[config.mk]
export PLATFORM = sky130hd
export DESIGN_NAME = websocket_frame_deframer
export DESIGN_NICKNAME = d
export VERILOG_FILES = /design/src/design/wsd_pkg.sv /design/src/design/wsd_parse.sv /design/src/design/wsd_outbuf.sv /design/src/design/websocket_frame_deframer.sv
export SDC_FILE = /design/constraint.sdc
export NUM_CORES = 1
export LEC_CHECK = 0
export BUFFER_PORTS_ARGS = -buffer_cell sky130_fd_sc_hd__buf_2
export CAP_MARGIN = 15
export CORE_MARGIN = 3
export CORE_UTILIZATION = 60
export DETAILED_ROUTE_END_ITERATION = 8
export GPL_TIMING_DRIVEN = 1
export PLACE_DENSITY = 0.78
export SKIP_LAST_GASP = 1
export SLEW_MARGIN = 20
export SYNTH_ARGS = -nofsm -noshare
export SYNTH_HDL_FRONTEND = slang
export SYNTH_SLANG_ARGS = --single-unit
[constraint.sdc]
create_clock -name i_clk -period 16.2 [get_ports i_clk]
set_input_delay 2.43 -clock i_clk [delete_from_list [all_inputs] [get_ports i_clk]]
set_output_delay 2.43 -clock i_clk [all_outputs]
set_load 0.01 [all_outputs]
[src/design/wsd_pkg.sv]
// Package for the websocket frame deframer: word types, parse phases,
// result codes and opcode helpers. No dependencies.
package wsd_pkg;

    // Input word
    typedef struct packed {
        logic [7:0] rx_byte;
        logic       tx_closed;
    } t_in;

    // Result word
    typedef struct packed {
        logic [1:0] kind;
        logic       has_byte;
        logic [7:0] data_byte;
        logic [3:0] opcode;
        logic       last;
        logic [1:0] action;
        logic [2:0] error_code;
    } t_out;

    // Parse phases
    typedef enum logic [1:0] {
        PH_HEADER,
        PH_LENGTH,
        PH_EXT,
        PH_PAYLOAD
    } t_phase;

    // Result kinds
    localparam logic [1:0] KIND_BYTE  = 2'd0;
    localparam logic [1:0] KIND_END   = 2'd1;
    localparam logic [1:0] KIND_ERROR = 2'd2;

    // Actions
    localparam logic [1:0] ACT_NONE  = 2'd0;
    localparam logic [1:0] ACT_PONG  = 2'd1;
    localparam logic [1:0] ACT_CLOSE = 2'd2;
    localparam logic [1:0] ACT_ABORT = 2'd3;

    // Error codes
    localparam logic [2:0] ERR_NONE      = 3'd0;
    localparam logic [2:0] ERR_RSV       = 3'd1;
    localparam logic [2:0] ERR_MASKED    = 3'd2;
    localparam logic [2:0] ERR_UNKNOWN   = 3'd3;
    localparam logic [2:0] ERR_FRAGMENTS = 3'd4;

    // Opcodes
    localparam logic [3:0] OP_TEXT   = 4'h1;
    localparam logic [3:0] OP_BINARY = 4'h2;
    localparam logic [3:0] OP_CLOSE  = 4'h8;
    localparam logic [3:0] OP_PING   = 4'h9;
    localparam logic [3:0] OP_PONG   = 4'hA;

    // Length byte escapes
    localparam logic [6:0] LEN_EXT64 = 7'd127;
    localparam logic [6:0] LEN_EXT16 = 7'd126;
    localparam logic [3:0] EXT_BYTES64 = 4'd8;
    localparam logic [3:0] EXT_BYTES16 = 4'd2;

    // Opcodes whose payload bytes are passed on
    function automatic logic op_streams(input logic [3:0] op);
        return (op == OP_TEXT) || (op == OP_BINARY) || (op == OP_CLOSE) || (op == OP_PONG);
    endfunction

    function automatic logic op_known(input logic [3:0] op);
        return op_streams(op) || (op == OP_PING);
    endfunction

endpackage

[src/design/wsd_parse.sv]
// Frame parser: header, length, extended length and payload phases,
// fragment tracking and result generation. Depends on wsd_pkg.
module wsd_parse #(
    parameter int MAX_FRAGMENTS = 64
) (
    input  logic          i_clk,
    input  logic          i_rst_n,
    input  logic          i_step,
    input  wsd_pkg::t_in  i_data,
    output logic          o_res_valid,
    output wsd_pkg::t_out o_res
);
    import wsd_pkg::*;

    t_phase      r_phase, n_phase;
    logic [3:0]  r_ext_left, n_ext_left;
    logic [63:0] r_pay_left, n_pay_left;
    logic        r_final, n_final;
    logic [3:0]  r_msg_op, n_msg_op;
    logic [6:0]  r_frag_cnt, n_frag_cnt;
    logic        r_stuck, n_stuck;

    logic        done;
    logic        done_has;
    logic [63:0] pay_shift;
    logic [63:0] pay_dec;
    logic [3:0]  ext_dec;
    logic [6:0]  frag_inc;
    logic [7:0]  b;

    assign b         = i_data.rx_byte;
    assign pay_shift = {r_pay_left[55:0], b};
    assign pay_dec   = r_pay_left - 64'd1;
    assign ext_dec   = r_ext_left - 4'd1;
    assign frag_inc  = r_frag_cnt + 7'd1;

    // State registers
    always_ff @(posedge i_clk) begin
        if (!i_rst_n) begin
            r_phase    <= PH_HEADER;
            r_ext_left <= '0;
            r_pay_left <= '0;
            r_final    <= 1'b0;
            r_msg_op   <= '0;
            r_frag_cnt <= '0;
            r_stuck    <= 1'b0;
        end else begin
            r_phase    <= n_phase;
            r_ext_left <= n_ext_left;
            r_pay_left <= n_pay_left;
            r_final    <= n_final;
            r_msg_op   <= n_msg_op;
            r_frag_cnt <= n_frag_cnt;
            r_stuck    <= n_stuck;
        end
    end

    // Next state and result for one input word
    always_comb begin
        n_phase     = r_phase;
        n_ext_left  = r_ext_left;
        n_pay_left  = r_pay_left;
        n_final     = r_final;
        n_msg_op    = r_msg_op;
        n_frag_cnt  = r_frag_cnt;
        n_stuck     = r_stuck;
        done        = 1'b0;
        done_has    = 1'b0;
        o_res_valid = 1'b0;
        o_res       = '0;

        if (i_step && !r_stuck) begin
            unique case (r_phase)
                PH_LENGTH: begin
                    if (b[7]) begin
                        n_stuck          = 1'b1;
                        o_res_valid      = 1'b1;
                        o_res.kind       = KIND_ERROR;
                        o_res.error_code = ERR_MASKED;
                    end else if (b[6:0] == LEN_EXT64) begin
                        n_pay_left = '0;
                        n_ext_left = EXT_BYTES64;
                        n_phase    = PH_EXT;
                    end else if (b[6:0] == LEN_EXT16) begin
                        n_pay_left = '0;
                        n_ext_left = EXT_BYTES16;
                        n_phase    = PH_EXT;
                    end else begin
                        n_pay_left = {57'd0, b[6:0]};
                        if (b[6:0] == 7'd0) begin
                            done = 1'b1;
                        end else begin
                            n_phase = PH_PAYLOAD;
                        end
                    end
                end
                PH_EXT: begin
                    n_pay_left = pay_shift;
                    n_ext_left = ext_dec;
                    if (ext_dec == 4'd0) begin
                        if (pay_shift == 64'd0) begin
                            done = 1'b1;
                        end else begin
                            n_phase = PH_PAYLOAD;
                        end
                    end
                end
                PH_PAYLOAD: begin
                    n_pay_left = pay_dec;
                    if (pay_dec == 64'd0) begin
                        done     = 1'b1;
                        done_has = 1'b1;
                    end else if (op_streams(r_msg_op)) begin
                        o_res_valid     = 1'b1;
                        o_res.kind      = KIND_BYTE;
                        o_res.has_byte  = 1'b1;
                        o_res.data_byte = b;
                        o_res.opcode    = r_msg_op;
                    end
                end
                default: begin
                    // header byte
                    if (b[6:4] != 3'd0) begin
                        n_stuck          = 1'b1;
                        o_res_valid      = 1'b1;
                        o_res.kind       = KIND_ERROR;
                        o_res.error_code = ERR_RSV;
                    end else begin
                        n_final = b[7];
                        if (r_frag_cnt == 7'd0) begin
                            n_msg_op = b[3:0];
                        end
                        n_ext_left = '0;
                        n_pay_left = '0;
                        n_phase    = PH_LENGTH;
                    end
                end
            endcase

            // End of frame
            if (done) begin
                n_phase    = PH_HEADER;
                n_pay_left = '0;
                if (!r_final) begin
                    n_frag_cnt = frag_inc;
                    if (frag_inc >= 7'(MAX_FRAGMENTS)) begin
                        n_stuck          = 1'b1;
                        o_res_valid      = 1'b1;
                        o_res.kind       = KIND_ERROR;
                        o_res.error_code = ERR_FRAGMENTS;
                    end else if (done_has && op_streams(r_msg_op)) begin
                        o_res_valid     = 1'b1;
                        o_res.kind      = KIND_BYTE;
                        o_res.has_byte  = 1'b1;
                        o_res.data_byte = b;
                        o_res.opcode    = r_msg_op;
                    end
                end else begin
                    n_frag_cnt = '0;
                    if (!op_known(r_msg_op)) begin
                        n_stuck          = 1'b1;
                        o_res_valid      = 1'b1;
                        o_res.kind       = KIND_ERROR;
                        o_res.error_code = ERR_UNKNOWN;
                    end else begin
                        o_res_valid  = 1'b1;
                        o_res.kind   = KIND_END;
                        o_res.opcode = r_msg_op;
                        o_res.last   = 1'b1;
                        if (done_has && op_streams(r_msg_op)) begin
                            o_res.has_byte  = 1'b1;
                            o_res.data_byte = b;
                        end
                        if (r_msg_op == OP_PING) begin
                            o_res.action = ACT_PONG;
                        end else if (r_msg_op == OP_CLOSE) begin
                            o_res.action = i_data.tx_closed ? ACT_ABORT : ACT_CLOSE;
                        end else begin
                            o_res.action = ACT_NONE;
                        end
                    end
                end
            end
        end
    end

endmodule

[src/design/wsd_outbuf.sv]
// Two-word result buffer that decouples the parser from output stalls.
// Depends on wsd_pkg.
module wsd_outbuf (
    input  logic          i_clk,
    input  logic          i_rst_n,
    input  logic          i_wr,
    input  wsd_pkg::t_out i_wdata,
    output logic          o_room,
    output logic          o_valid,
    input  logic          i_ready,
    output wsd_pkg::t_out o_data
);
    import wsd_pkg::*;

    t_out       r_mem [2];
    logic       r_wr_ptr, r_rd_ptr;
    logic [1:0] r_count;
    logic       rd;

    assign o_room  = (r_count != 2'd2);
    assign o_valid = (r_count != 2'd0);
    assign o_data  = r_mem[r_rd_ptr];
    assign rd      = o_valid && i_ready;

    // Storage
    always_ff @(posedge i_clk) begin
        if (i_wr) begin
            r_mem[r_wr_ptr] <= i_wdata;
        end
    end

    // Pointers and fill count
    always_ff @(posedge i_clk) begin
        if (!i_rst_n) begin
            r_wr_ptr <= 1'b0;
            r_rd_ptr <= 1'b0;
            r_count  <= '0;
        end else begin
            if (i_wr) begin
                r_wr_ptr <= ~r_wr_ptr;
            end
            if (rd) begin
                r_rd_ptr <= ~r_rd_ptr;
            end
            r_count <= r_count + {1'b0, i_wr} - {1'b0, rd};
        end
    end

endmodule

[src/design/websocket_frame_deframer.sv]
// Websocket frame deframer top level: parser followed by a result buffer.
// A result is registered in the result buffer before it is offered.
// Throughput: one input word per cycle; the two-word result buffer sets
// the stall point, ready drops only while it holds two words.
// Reset: synchronous active-low, returns to expecting a header byte and
// clears the stuck-error flag and the buffer.
module websocket_frame_deframer #(
    parameter int MAX_FRAGMENTS = 64
) (
    input  logic          i_clk,
    input  logic          i_rst_n,
    input  logic          i_valid,
    output logic          o_ready,
    input  wsd_pkg::t_in  i_data,
    output logic          o_valid,
    input  logic          i_ready,
    output wsd_pkg::t_out o_data
);
    import wsd_pkg::*;

    logic step;
    logic res_valid;
    t_out res;

    assign step = i_valid && o_ready;

    wsd_parse #(
        .MAX_FRAGMENTS(MAX_FRAGMENTS)
    ) u_parse (
        .i_clk      (i_clk),
        .i_rst_n    (i_rst_n),
        .i_step     (step),
        .i_data     (i_data),
        .o_res_valid(res_valid),
        .o_res      (res)
    );

    wsd_outbuf u_outbuf (
        .i_clk  (i_clk),
        .i_rst_n(i_rst_n),
        .i_wr   (res_valid),
        .i_wdata(res),
        .o_room (o_ready),
        .o_valid(o_valid),
        .i_ready(i_ready),
        .o_data (o_data)
    );

endmodule
# [Word level (Yosys, flattened, before mapping)]
# Memories as Yosys holds them, arrays and structs flattened. A register that Yosys moved wholly into a read port is not among the register bits.
# Index checks and enable logic that the tools add are counted.
[word_totals] out_inout_bits=23 romBits=0 reg_bits=87 elab_cells=145 ramBits=42 n_memories=1 inputBits=13 latch_bits=0
[mem_list] memory="u_outbuf.r_mem" words=2 width=21 read_ports=1 rd_clocked_by_memory_dff=1 write_ports=1 line_no="wsd_outbuf.sv:15" rtl="t_out r_mem [2];"
[op_classes] n_shift=0 reduce_logical=24 n_addsub=5 div=0 multipliers=0 n_mux=78 eq_ne=21 magnitude_cmp=1 n_bitwise=5
[op_table] op="$mux 64" count=4
[op_table] op="$pmux 64 s3" count=1
[op_table] op="$logic_not 64->1" count=2
[op_table] op="$sub 64x1->64 const B" count=1
[op_table] op="$mux 13" count=4
[op_table] op="$mux 21" count=2
[op_table] op="$mux 1" count=31
[op_table] op="$mux 15" count=2
[op_table] op="$mux 2" count=15
[op_table] op="$mux 16" count=1
[op_table] op="$mux 4" count=4
[op_table] op="$eq 7x7->1 const B" count=2
[op_table] op="$logic_not 7->1" count=2
[op_table] op="$mux 7" count=2
[op_table] op="$eq 4x4->1 const B" count=3
[op_table] op="$mux 3" count=4
[op_table] op="$pmux 2 s3" count=2
[op_table] op="$pmux 4 s3" count=1
[op_table] op="$mux 9" count=1
[op_table] op="$add 7x1->7 const B" count=1
[op_table] op="$ge 7x7->1 const B" count=1
[op_table] op="$reduce_and 7->1" count=1
[op_table] op="$ne 3x1->1 const B" count=2
[op_table] op="$ne 3x3->1 const B" count=2
[op_table] op="29 further kinds" count=43

# [Logic depth before layout (Yosys ltp)]
# Gate-level depths: netlist of run 1.
[logic_depth] ltp_word=14 ltp_mapped=19 depth_no_buf=18

# [Hierarchy]
# From an unflattened synthesis of run 1, not the netlist that was laid out.
[unflattened] hier_cells=1005 area_unflattened_um2=8660.8
[modules_own_cells] mod="wsd_parse" cells_each=916 n_inst=1 area_each_um2=6897.9
[modules_own_cells] mod="wsd_outbuf" cells_each=88 n_inst=1 area_each_um2=1756.7
[modules_own_cells] mod="websocket_frame_deframer" cells_each=1 n_inst=1 area_each_um2=6.3

# [Worst setup path before layout of run 1]
# Ideal clock, no wire load.
[synth_timing] path_type="input port to flip-flop" from="input i_data[7] (netlist name)" to="memory u_outbuf.r_mem[1][0] (netlist name), enable pin" required_time_ps=15772 setup_time_ps=428 setup_slack_ps=10465 cell_stages=9 arrival_ps=5307 cell_sequence="nor3_1 -> nand2_1 -> nor2_1 -> o21ai_0 -> or2_2 -> a21oi_1 -> and3_1 -> o21ai_0 -> a21boi_0"
[synth_between] elab_chain_cells=11 word_cells_on_any_way=22 cone_classes="eq/ne (2); mux (17); reduce/logical (3)"
[synth_rtl] element="start: declaration" line_no="websocket_frame_deframer.sv:14" rtl="input wsd_pkg::t_in i_data,"
[synth_rtl] element="$logic_not 7->1" line_no="wsd_parse.sv:90" rtl="if (b[6:0] == 7'd0) begin"
[synth_rtl] element="$mux 1" line_no="wsd_parse.sv:90"
[synth_rtl] element="$mux 1" line_no="wsd_parse.sv:84" rtl="end else if (b[6:0] == LEN_EXT16) begin"
[synth_rtl] element="$mux 1" line_no="wsd_parse.sv:80" rtl="end else if (b[6:0] == LEN_EXT64) begin"
[synth_rtl] element="$mux 1" line_no="wsd_parse.sv:75" rtl="if (b[7]) begin"
[synth_rtl] element="$pmux 1 s3" line_no="wsd_parse.sv:73" rtl="unique case (r_phase)"
[synth_rtl] element="$mux 1" line_no="wsd_parse.sv:72" rtl="if (i_step && !r_stuck) begin"
[synth_rtl] element="$mux 1 (*)" line_no="wsd_parse.sv:141" rtl="if (done) begin"
[synth_rtl] element="$mux 1 (*)" line_no="wsd_parse.sv:72"
[synth_rtl] element="$mux 1 (*)" line_no="wsd_outbuf.sv:27" rtl="if (i_wr) begin"
[synth_rtl] element="$mux 1 (not written as such) (*)" line_no="wsd_outbuf.sv:28" rtl="r_mem[r_wr_ptr] <= i_wdata;"
[synth_rtl] element="end: declaration" line_no="wsd_outbuf.sv:15"
# Mark *: on every way between the ends. The rest lies on a longest branch, timed or not. The select of a mux whose other input is x is not followed.

# [Worst setup path in the final report of run 1]
[layout_timing] from="register u_parse.r_pay_left[5]" to="memory u_outbuf.r_mem[0][13] (netlist name), enable pin"
[layout_between] elab_chain_cells=13 word_cells_on_any_way=20 cone_classes="add/sub (1); mux (16); reduce/logical (3)"
[layout_rtl] element="start: declaration" line_no="wsd_parse.sv:17" rtl="logic [63:0] r_pay_left, n_pay_left;"
[layout_rtl] element="start signal: assignment" line_no="wsd_parse.sv:50" rtl="r_pay_left <= n_pay_left;"
[layout_rtl] element="$sub 64x1->64" line_no="wsd_parse.sv:33" rtl="assign pay_dec = r_pay_left - 64'd1;"
[layout_rtl] element="$logic_not 64->1" line_no="wsd_parse.sv:110" rtl="if (pay_dec == 64'd0) begin"
[layout_rtl] element="$mux 1" line_no="wsd_parse.sv:110"
[layout_rtl] element="$mux 1" line_no="wsd_parse.sv:73"
[layout_rtl] element="$mux 1" line_no="wsd_parse.sv:72"
[layout_rtl] element="$logic_and 1x1->1" line_no="wsd_parse.sv:151" rtl="end else if (done_has && op_streams(r_msg_op)) begin"
[layout_rtl] element="$mux 1" line_no="wsd_parse.sv:151"
[layout_rtl] element="$mux 1" line_no="wsd_parse.sv:146" rtl="if (frag_inc >= 7'(MAX_FRAGMENTS)) begin"
[layout_rtl] element="$mux 1" line_no="wsd_parse.sv:144" rtl="if (!r_final) begin"
[layout_rtl] element="$mux 1 (*)" line_no="wsd_parse.sv:141"
[layout_rtl] element="$mux 1 (*)" line_no="wsd_parse.sv:72"
[layout_rtl] element="$mux 1 (*)" line_no="wsd_outbuf.sv:27"
[layout_rtl] element="$mux 1 (not written as such) (*)" line_no="wsd_outbuf.sv:28"
# Marks and branches as above.

==> summary.txt, run 1 <==
STA
  – Setup TNS after final layout: 0 ps
  – Worst Max-Slew Pin Slew: 1060 ps
  – Max-slew violation count: 0
  – Max_slew headroom: 0.292
  – Final min period: between 5000 and 6000 ps
  – Final Skew: between 7 and 8 ps
  – Final Hold Viols: 0
  – RSZ-0062 raised after global routing: no
  – Crit share post-route: 0.346
  – Final setup fails: 0
  – Fmax achieved: 0.178 GHz

Drt
  – DR iter-0 viols: roughly 900
  – Final ANT Viol Nets: 0
  – Total detailed-routing wirelength: about 23000 um
  – Vias/cell: 6.85
  – Wire per inst: between 20 and 25 um
  – Vias: slightly below 8000
  – Drt pass-1 iters: 6
  – DRC Markers: 0

Global route
  – M1 GR Usage: 0.401
  – Grt peak-use layer: met2
  – Grt met3 use: 0.0686
  – Largest net degree at the start of global routing: 65
  – Vias in the first global route: between 7000 and 8000
  – First-pass GRT wire length: 37100 um
  – Total track usage: 0.311
  – GR Overflow Total: 0
  – Initial antenna violation count: 0
  – Met2 usage: 0.496

Worst setup path
  – Crit path required time: about 16000 ps
  – Worst Setup End Kind: flip-flop
  – RR Endpoint: u_outbuf.r_mem[0][13]
  – FF-to-FF path depth: 10
  – Worst-path fanout max: 20
  – FF-to-FF setup slack: ~11000 ps
  – Worst path arrival time: about 5600 ps
  – R2R Path Start: u_parse.r_pay_left[5]
  – Crit path kind: flip-flop to flip-flop
  – Worst setup SP type: flip-flop

Clock tree
  – Clock buffer depth: 2
  – Clock transition at the registers of the reported paths: about 60 ps
  – CTS root buffer: clkbuf_16
  – Post-cts sizing count: 0
  – H-tree Lvls: 4
  – Setup bufs post-CTS: 0
  – CTS hold repair buffers: 0
  – Worst-Skew Late Latency: ~430 ps
  – Clk sinks: between 100 and 150
  – CTS tree: built
  – TritonCTS Buffers: 17

Finish
  – Nets: approximately 960
  – Area delta synth->final: 9.01%
  – Layout cell share with drive strength beyond 1: 0.133
  – Finished Layout Cells: between 1000 and 1500
  – # fillers: between 1000 and 1500
  – Antenna diodes: 0

Logic synthesis
  – Mapped Area: just over 8000 sq um
  – Top area cells in the synthesized netlist: dfxtp_1, edfxtp_1, o2bb2ai_1, nor4_1, a21oi_1
  – Sequential-to-total area share from yosys stat: 0.359
  – Primary FF master, synth: dfxtp_1
  – Number of synthesized flops with an enable pin: 40
  – Register bit total from synthesis: 128
  – Synth area leader: dfxtp_1
  – Async SR Flop Fraction: 0
  – Mean Syn Cell Area: 8.69 sq um
  – Synth top area share: 0.214
  – Yosys warns: 0
  – Gate Count Post-Synth: between 900 and 1000
  – Distinct cells, synth: 72

Placed design
  – Cells after DPL: between 1000 and 1500
  – Final GP Congestion: roughly 0.99
  – Post-DP HPWL: ~15000 um
  – PortBufs: 35

Floorplan
  – Die area: about 15000 sq um
  – Starting Density: 0.618
  – Ports: 36
  – Die Wd: around 120 um
  – Die Y: around 120 um
  – FP Rows: 42
  – Core area: around 13000 sq um

Hold path
  – WHS Endpoint: u_parse.r_pay_left[63]
  – Hold Startpoint: u_parse.r_pay_left[63]
  – Worst hold-check path type: flip-flop to flip-flop
  – Hold path cells: 1

Outcome
  – Outcome: completed

Power
  – Pwr dens: approximately 96 nW/um^2
  – Lkg Pwr: roughly 3.5 nW
  – Worst vdd rail ir drop: between 0.00006 and 0.00007 V

Run
  – Max-cap violation count: 0
## layout make-up
type	count	area [sq um]	area share
multi-input combinational	718	4880	0.543
timing repair buffer	44	243	0.0270
tap	176	220	0.0245
clock buffer	17	425	0.0473
inverter	26	97.6	0.0109
sequential	128	2960	0.330
clock inverter	15	160	0.0178
## cells in the mapped netlist (all sizes together) (4+ instances only)
master / count
dfxtp: 88
clkbuf: 62
a21oi: 52
nand2: 51
nor2: 49
nor4: 45
nand3: 44
nor3: 42
edfxtp: 40
o2bb2ai: 36
a22oi: 33
a21o: 31
or3: 27
inv: 25
o21ai: 23
mux2: 22
or4: 21
xnor2: 21
and2: 19
nor2b: 18
buf: 16
xor2: 15
nand4: 14
ha: 13
a32oi: 12
and3: 11
nand2b: 10
nand4b: 10
o31ai: 10
mux2i: 9
o31a: 9
or2: 8
nor4b: 6
a21boi: 4
and4: 4
and4b: 4
nand3b: 4
o21a: 4
## flip-flops by register name (all words and copies together) (netlist names), named ones only
name	cells
u_outbuf.r_count	2
u_parse.r_ext_left	4
u_parse.r_final	1
u_outbuf.r_wr_ptr	1
u_parse.r_pay_left	64
u_parse.r_stuck	1
u_parse.r_phase	2
u_parse.r_frag_cnt	7
u_outbuf.r_rd_ptr	1
u_parse.r_msg_op	4
u_outbuf.r_mem	40
## report_power, final
part	leakage, nW	total, mW	internal, mW	switching (mW)
Clock	0.277	0.380	0.228	0.152
Sequential	1.09	0.366	0.352	0.0134
Combinational	2.15	0.115	0.0517	0.0637
Total	3.52	0.861	0.632	0.229
## per-stage QoR
step                      worst slack (ps)  hold WS (ps)   util  instance area, sq um  total power [mW]
after floorplan                      10470           456      -                  8250             0.451
after global placement               10670           480  0.629                  8400             0.485
after detailed placement             10620           485  0.629                  8400             0.487
after CTS                            10720           492  0.673                  8980             0.864
after global routing                 10210           500  0.674                  8990             0.893
final                                10600           499  0.674                  8990             0.861
## layer usage
layer / part of all wire / up-vias / wire length, um
li1: - / 3599 / -
met2: 0.47 / 410 / 10800
met4: 0.044 / 0 / 1010
met1: 0.41 / 3601 / 9550
met5: 0 / - / 0
met3: 0.077 / 91 / 1790
## cell usage in the layout (no fill, tap or decap), drive strengths merged, types with 4 or more instances in the layout
cell      n
dfxtp    88
a21oi    52
nand2    51
nor2     49
nor4     45
nand3    44
buf      44
nor3     42
edfxtp   40
o2bb2ai  36
a22oi    33
a21o     31
inv      29
or3      27
o21ai    23
mux2     22
xnor2    21
or4      21
and2     19
nor2b    18
clkbuf   17
xor2     15
nand4    14
ha       13
a32oi    12
and3     11
nand2b   10
o31ai    10
nand4b   10
o31a      9
mux2i     9
or2       8
clkinv    7
nor4b     6
and4      4
and4b     4
nand3b    4
o21a      4
a21boi    4
## worst max-delay path by stage
stage | depth (start not counted) | slack [ps] | from | to
2_1_floorplan | 9 | 10470 | i_data[7] | u_outbuf.r_mem[1][0]
6_report | 10 | 10600 | u_parse.r_pay_left[5] | u_outbuf.r_mem[0][13]
4_1_cts | 10 | 10720 | u_parse.r_pay_left[5] | u_outbuf.r_mem[1][6]
5_1_grt | 16 | 10210 | u_parse.r_pay_left[12] | u_outbuf.r_count[1]
3_3_place_gp | 10 | 10670 | i_data[7] | u_outbuf.r_mem[0][16]
3_5_place_dp | 10 | 10620 | i_data[7] | u_outbuf.r_mem[1][16]
## critical path: stages, from the launching register on
cell and delay [ps]:
dfxtp_1 390, nor4_1 710, nand4_1 780, nand4b_1 630, o31ai_1 530, nand4_1 190
or4_4 580, nor4_1 260, a31o_2 180, nor2_1 90, a21oi_2 850
## cells by family (layout without fill, tap and decap cells)
group / after synthesis / in the layout / share of synthesized area
compound gates: 240 / 240 / 0.209
xor+xnor: 36 / 36 / 0.0382
fa+ha+maj: 13 / 13 / 0.0197
buf+inv: 104 / 102 / 0.0528
flops: 128 / 128 / 0.359
mux: 31 / 31 / 0.0410
other cells: 1 / 2 / 0.000455
simple gates: 396 / 396 / 0.279
Note: power is estimated with default switching activity, not from simulation.
==> run 2: changes to the inputs <==
- clock period: 16.2 -> 5.3 ns (I/O delays scaled with it)
==> summary.txt, run 2 (same netlist as run 1, synthesis figures left out) <==
Floorplan
  – Starting Density: 0.618 (unchanged)
  – Die Y: 123 um (unchanged)
  – Die area: 15200 sq um (unchanged)
  – Ports: 36 (unchanged)
  – Die Wd: 123 um (unchanged)
  – FP Rows: 42 (unchanged)
  – Core area: 13300 sq um (unchanged)

Finish
  – Largest register FFs: 64 (unchanged)
  – Layout cell share with drive strength beyond 1: 0.141 (+0.00815)
  – Area delta synth->final: 10.4%
  – Largest registers: u_parse.r_pay_left (64), u_outbuf.r_mem (40), u_parse.r_frag_cnt (7)
  – Finished Layout Cells: 1133 (+0.80%)
  – Nets: 970 (+0.94%)
  – Commonest non-fill, non-tap cell in the layout: dfxtp_1
  – # fillers: 1077 (-3.5%)
  – Most frequent cells in the layout: dfxtp_1, nand2_1, a21oi_1
  – Antenna diodes: 0 (unchanged)
  – Layout Utilization: 0.682 (+0.00872)
  – Reg with most FFs: u_parse.r_pay_left

Placed design
  – Post-DP HPWL: 15200 um (-0.49%)
  – Final GP Congestion: 0.995 (+0.49%)
  – PortBufs: 35 (unchanged)
  – Cells after DPL: 1101 (+0.82%)

Drt
  – DRC Markers: 0 (unchanged)
  – DR iter-0 viols: 974 (+6.2%)
  – Drt pass-1 iters: 5 (-1)
  – Wire per inst: 20.4 um (-0.88%)
  – Vias/cell: 6.90 (+0.69%)
  – Vias: 7816 (+1.5%)
  – Total detailed-routing wirelength: 23100 um (about the same)
  – Final ANT Viol Nets: 0 (unchanged)

Worst setup path
  – Critical Path, Cell by Cell: inv_1 > ha_1 > nor3b_1 > nand3_2 > nor4_1 > xnor2_1 > or4bb_1 > nor4_1 > and3_1 > a21oi_1 > o21ai_0 > and2_1 > ha_1 > inv_1 > ha_1 > xnor2_1 > xnor2_1 > and2_1
  – Worst Setup End Kind: flip-flop
  – Worst setup SP type: flip-flop
  – Slowest library cell on the worst path: or4bb_1
  – Crit path required time: 5630 ps (-10610 ps)
  – Worst-path fanout max: 10 (-50%)
  – CP bufs+invs: 2 (+2)
  – Crit path kind: flip-flop to flip-flop
  – Worst path arrival time: 5250 ps (-390 ps)
  – Largest stage delay, worst path: 540 ps (-310 ps)
  – Top delay family on crit path: simple AND/OR/NAND/NOR gates

Power
  – Lkg Pwr: 3.58 nW (+2.0%)
  – Worst vdd rail ir drop: 0.000268 V (+340%)
  – PnR Total Power: 2.73 mW (+220%)
  – Pwr dens: 300 nW/um^2 (+210%)

Clock tree
  – TritonCTS Buffers: 17 (unchanged)
  – Clock buffer depth: 2 (unchanged)
  – CTS root buffer: clkbuf_16
  – Post-cts sizing count: 0 (unchanged)
  – Clock transition at the registers of the reported paths: 60 ps (about the same)
  – Worst-Skew Late Latency: 430 ps (about the same)
  – Setup bufs post-CTS: 0 (unchanged)
  – H-tree Lvls: 4 (unchanged)
  – CTS hold repair buffers: 0 (unchanged)
  – Clk sinks: 128 (unchanged)
  – CTS tree: built

STA
  – Setup TNS after final layout: 0 ps (unchanged)
  – Max-slew violation count: 0 (unchanged)
  – Fmax achieved: 0.203 GHz (+14%)
  – Final min period: 4920 ps (-681 ps)
  – Final Hold Viols: 0 (unchanged)
  – Final Skew: 8.25 ps (+0.522 ps)
  – Crit share post-route: 0.929 (+0.583)
  – Worst Max-Slew Pin Slew: 862 ps (-201 ps)
  – Max_slew headroom: 0.425 (+0.133)
  – Final setup fails: 0 (unchanged)
  – RSZ-0062 raised after global routing: no

Hold path
  – Worst hold-check path type: flip-flop to flip-flop

Global route
  – Largest net degree at the start of global routing: 65 (unchanged)
  – Initial antenna violation count: 0 (unchanged)
  – GR Overflow Total: 0 (unchanged)
  – First-pass GRT wire length: 37500 um (+0.93%)
  – Vias in the first global route: 7049 (+0.057%)
  – Total track usage: 0.313 (+0.00188)

Run
  – Max-cap violation count: 0 (unchanged)

Outcome
  – Outcome: completed
==> run 2: cell types whose count changed in the layout (fill, tap and decap cells not counted), sizes merged <==
| cell | change |
|---|---|
| buf | +9 |
| bufinv | +2 |
| clkbuf | +3 |
| clkinv | -4 |
| inv | -1 |
==> run 2: through the flow <==
step	worst slack [ps]	hold slack (ps)	cell area, sq um
detailed placement	483	488	8480
finish	378	503	9110
global placement	611	479	8480
global route	19.5	523	9110
floorplan	45.8	456	8250
CTS	454	501	9110
==> run 2: final timing paths <==
path | slack [ps] | depth (start not counted) | end | start
setup / recovery | 380 | 18 | u_outbuf.r_count[1] | u_parse.r_pay_left[0]
hold / removal | 500 | 1 | u_parse.r_pay_left[63] | u_parse.r_pay_left[63]
setup reg to reg | 380 | 18 | u_outbuf.r_count[1] | u_parse.r_pay_left[0]
hold reg to reg | 500 | 1 | u_parse.r_pay_left[63] | u_parse.r_pay_left[63]
==> run 2: cell type report <==
type | count | area [sq um] | share of cell area
Inverter | 26 | 97.6 | 0.0107
Clock inverter | 12 | 183 | 0.0201
Tap cell | 176 | 220 | 0.0242
Timing Repair Buffer | 53 | 323 | 0.0354
Clock buffer | 20 | 447 | 0.0490
Multi-Input combinational cell | 718 | 4870 | 0.535
Sequential cell | 128 | 2960 | 0.325
==> run 2: worst reg2reg max path: stages, from the launching register on <==
cell	delay, ps
dfxtp_1	380
inv_1	110
ha_1	230
nor3b_1	450
nand3_2	320
nor4_1	400
xnor2_1	190
or4bb_1	540
nor4_1	450
and3_1	240
a21oi_1	90
o21ai_0	430
and2_1	200
ha_1	230
inv_1	60
ha_1	150
xnor2_1	130
xnor2_1	80
and2_1	150
==> run 2: layer usage <==
| metal | global-route usage | up-vias | wire, um |
|---|---|---|---|
| li1 | - | 3604 | - |
| met1 | 0.414 | 3676 | 9580 |
| met2 | 0.486 | 443 | 10500 |
| met3 | 0.0618 | 93 | 1960 |
| met4 | 0.163 | 0 | 1120 |
| met5 | 0 | - | 0 |
==> run 2: report_power, final <==
group          internal, mW  switching (mW)
clock                 0.803           0.451
sequential             1.08          0.0445
combinational         0.161           0.197
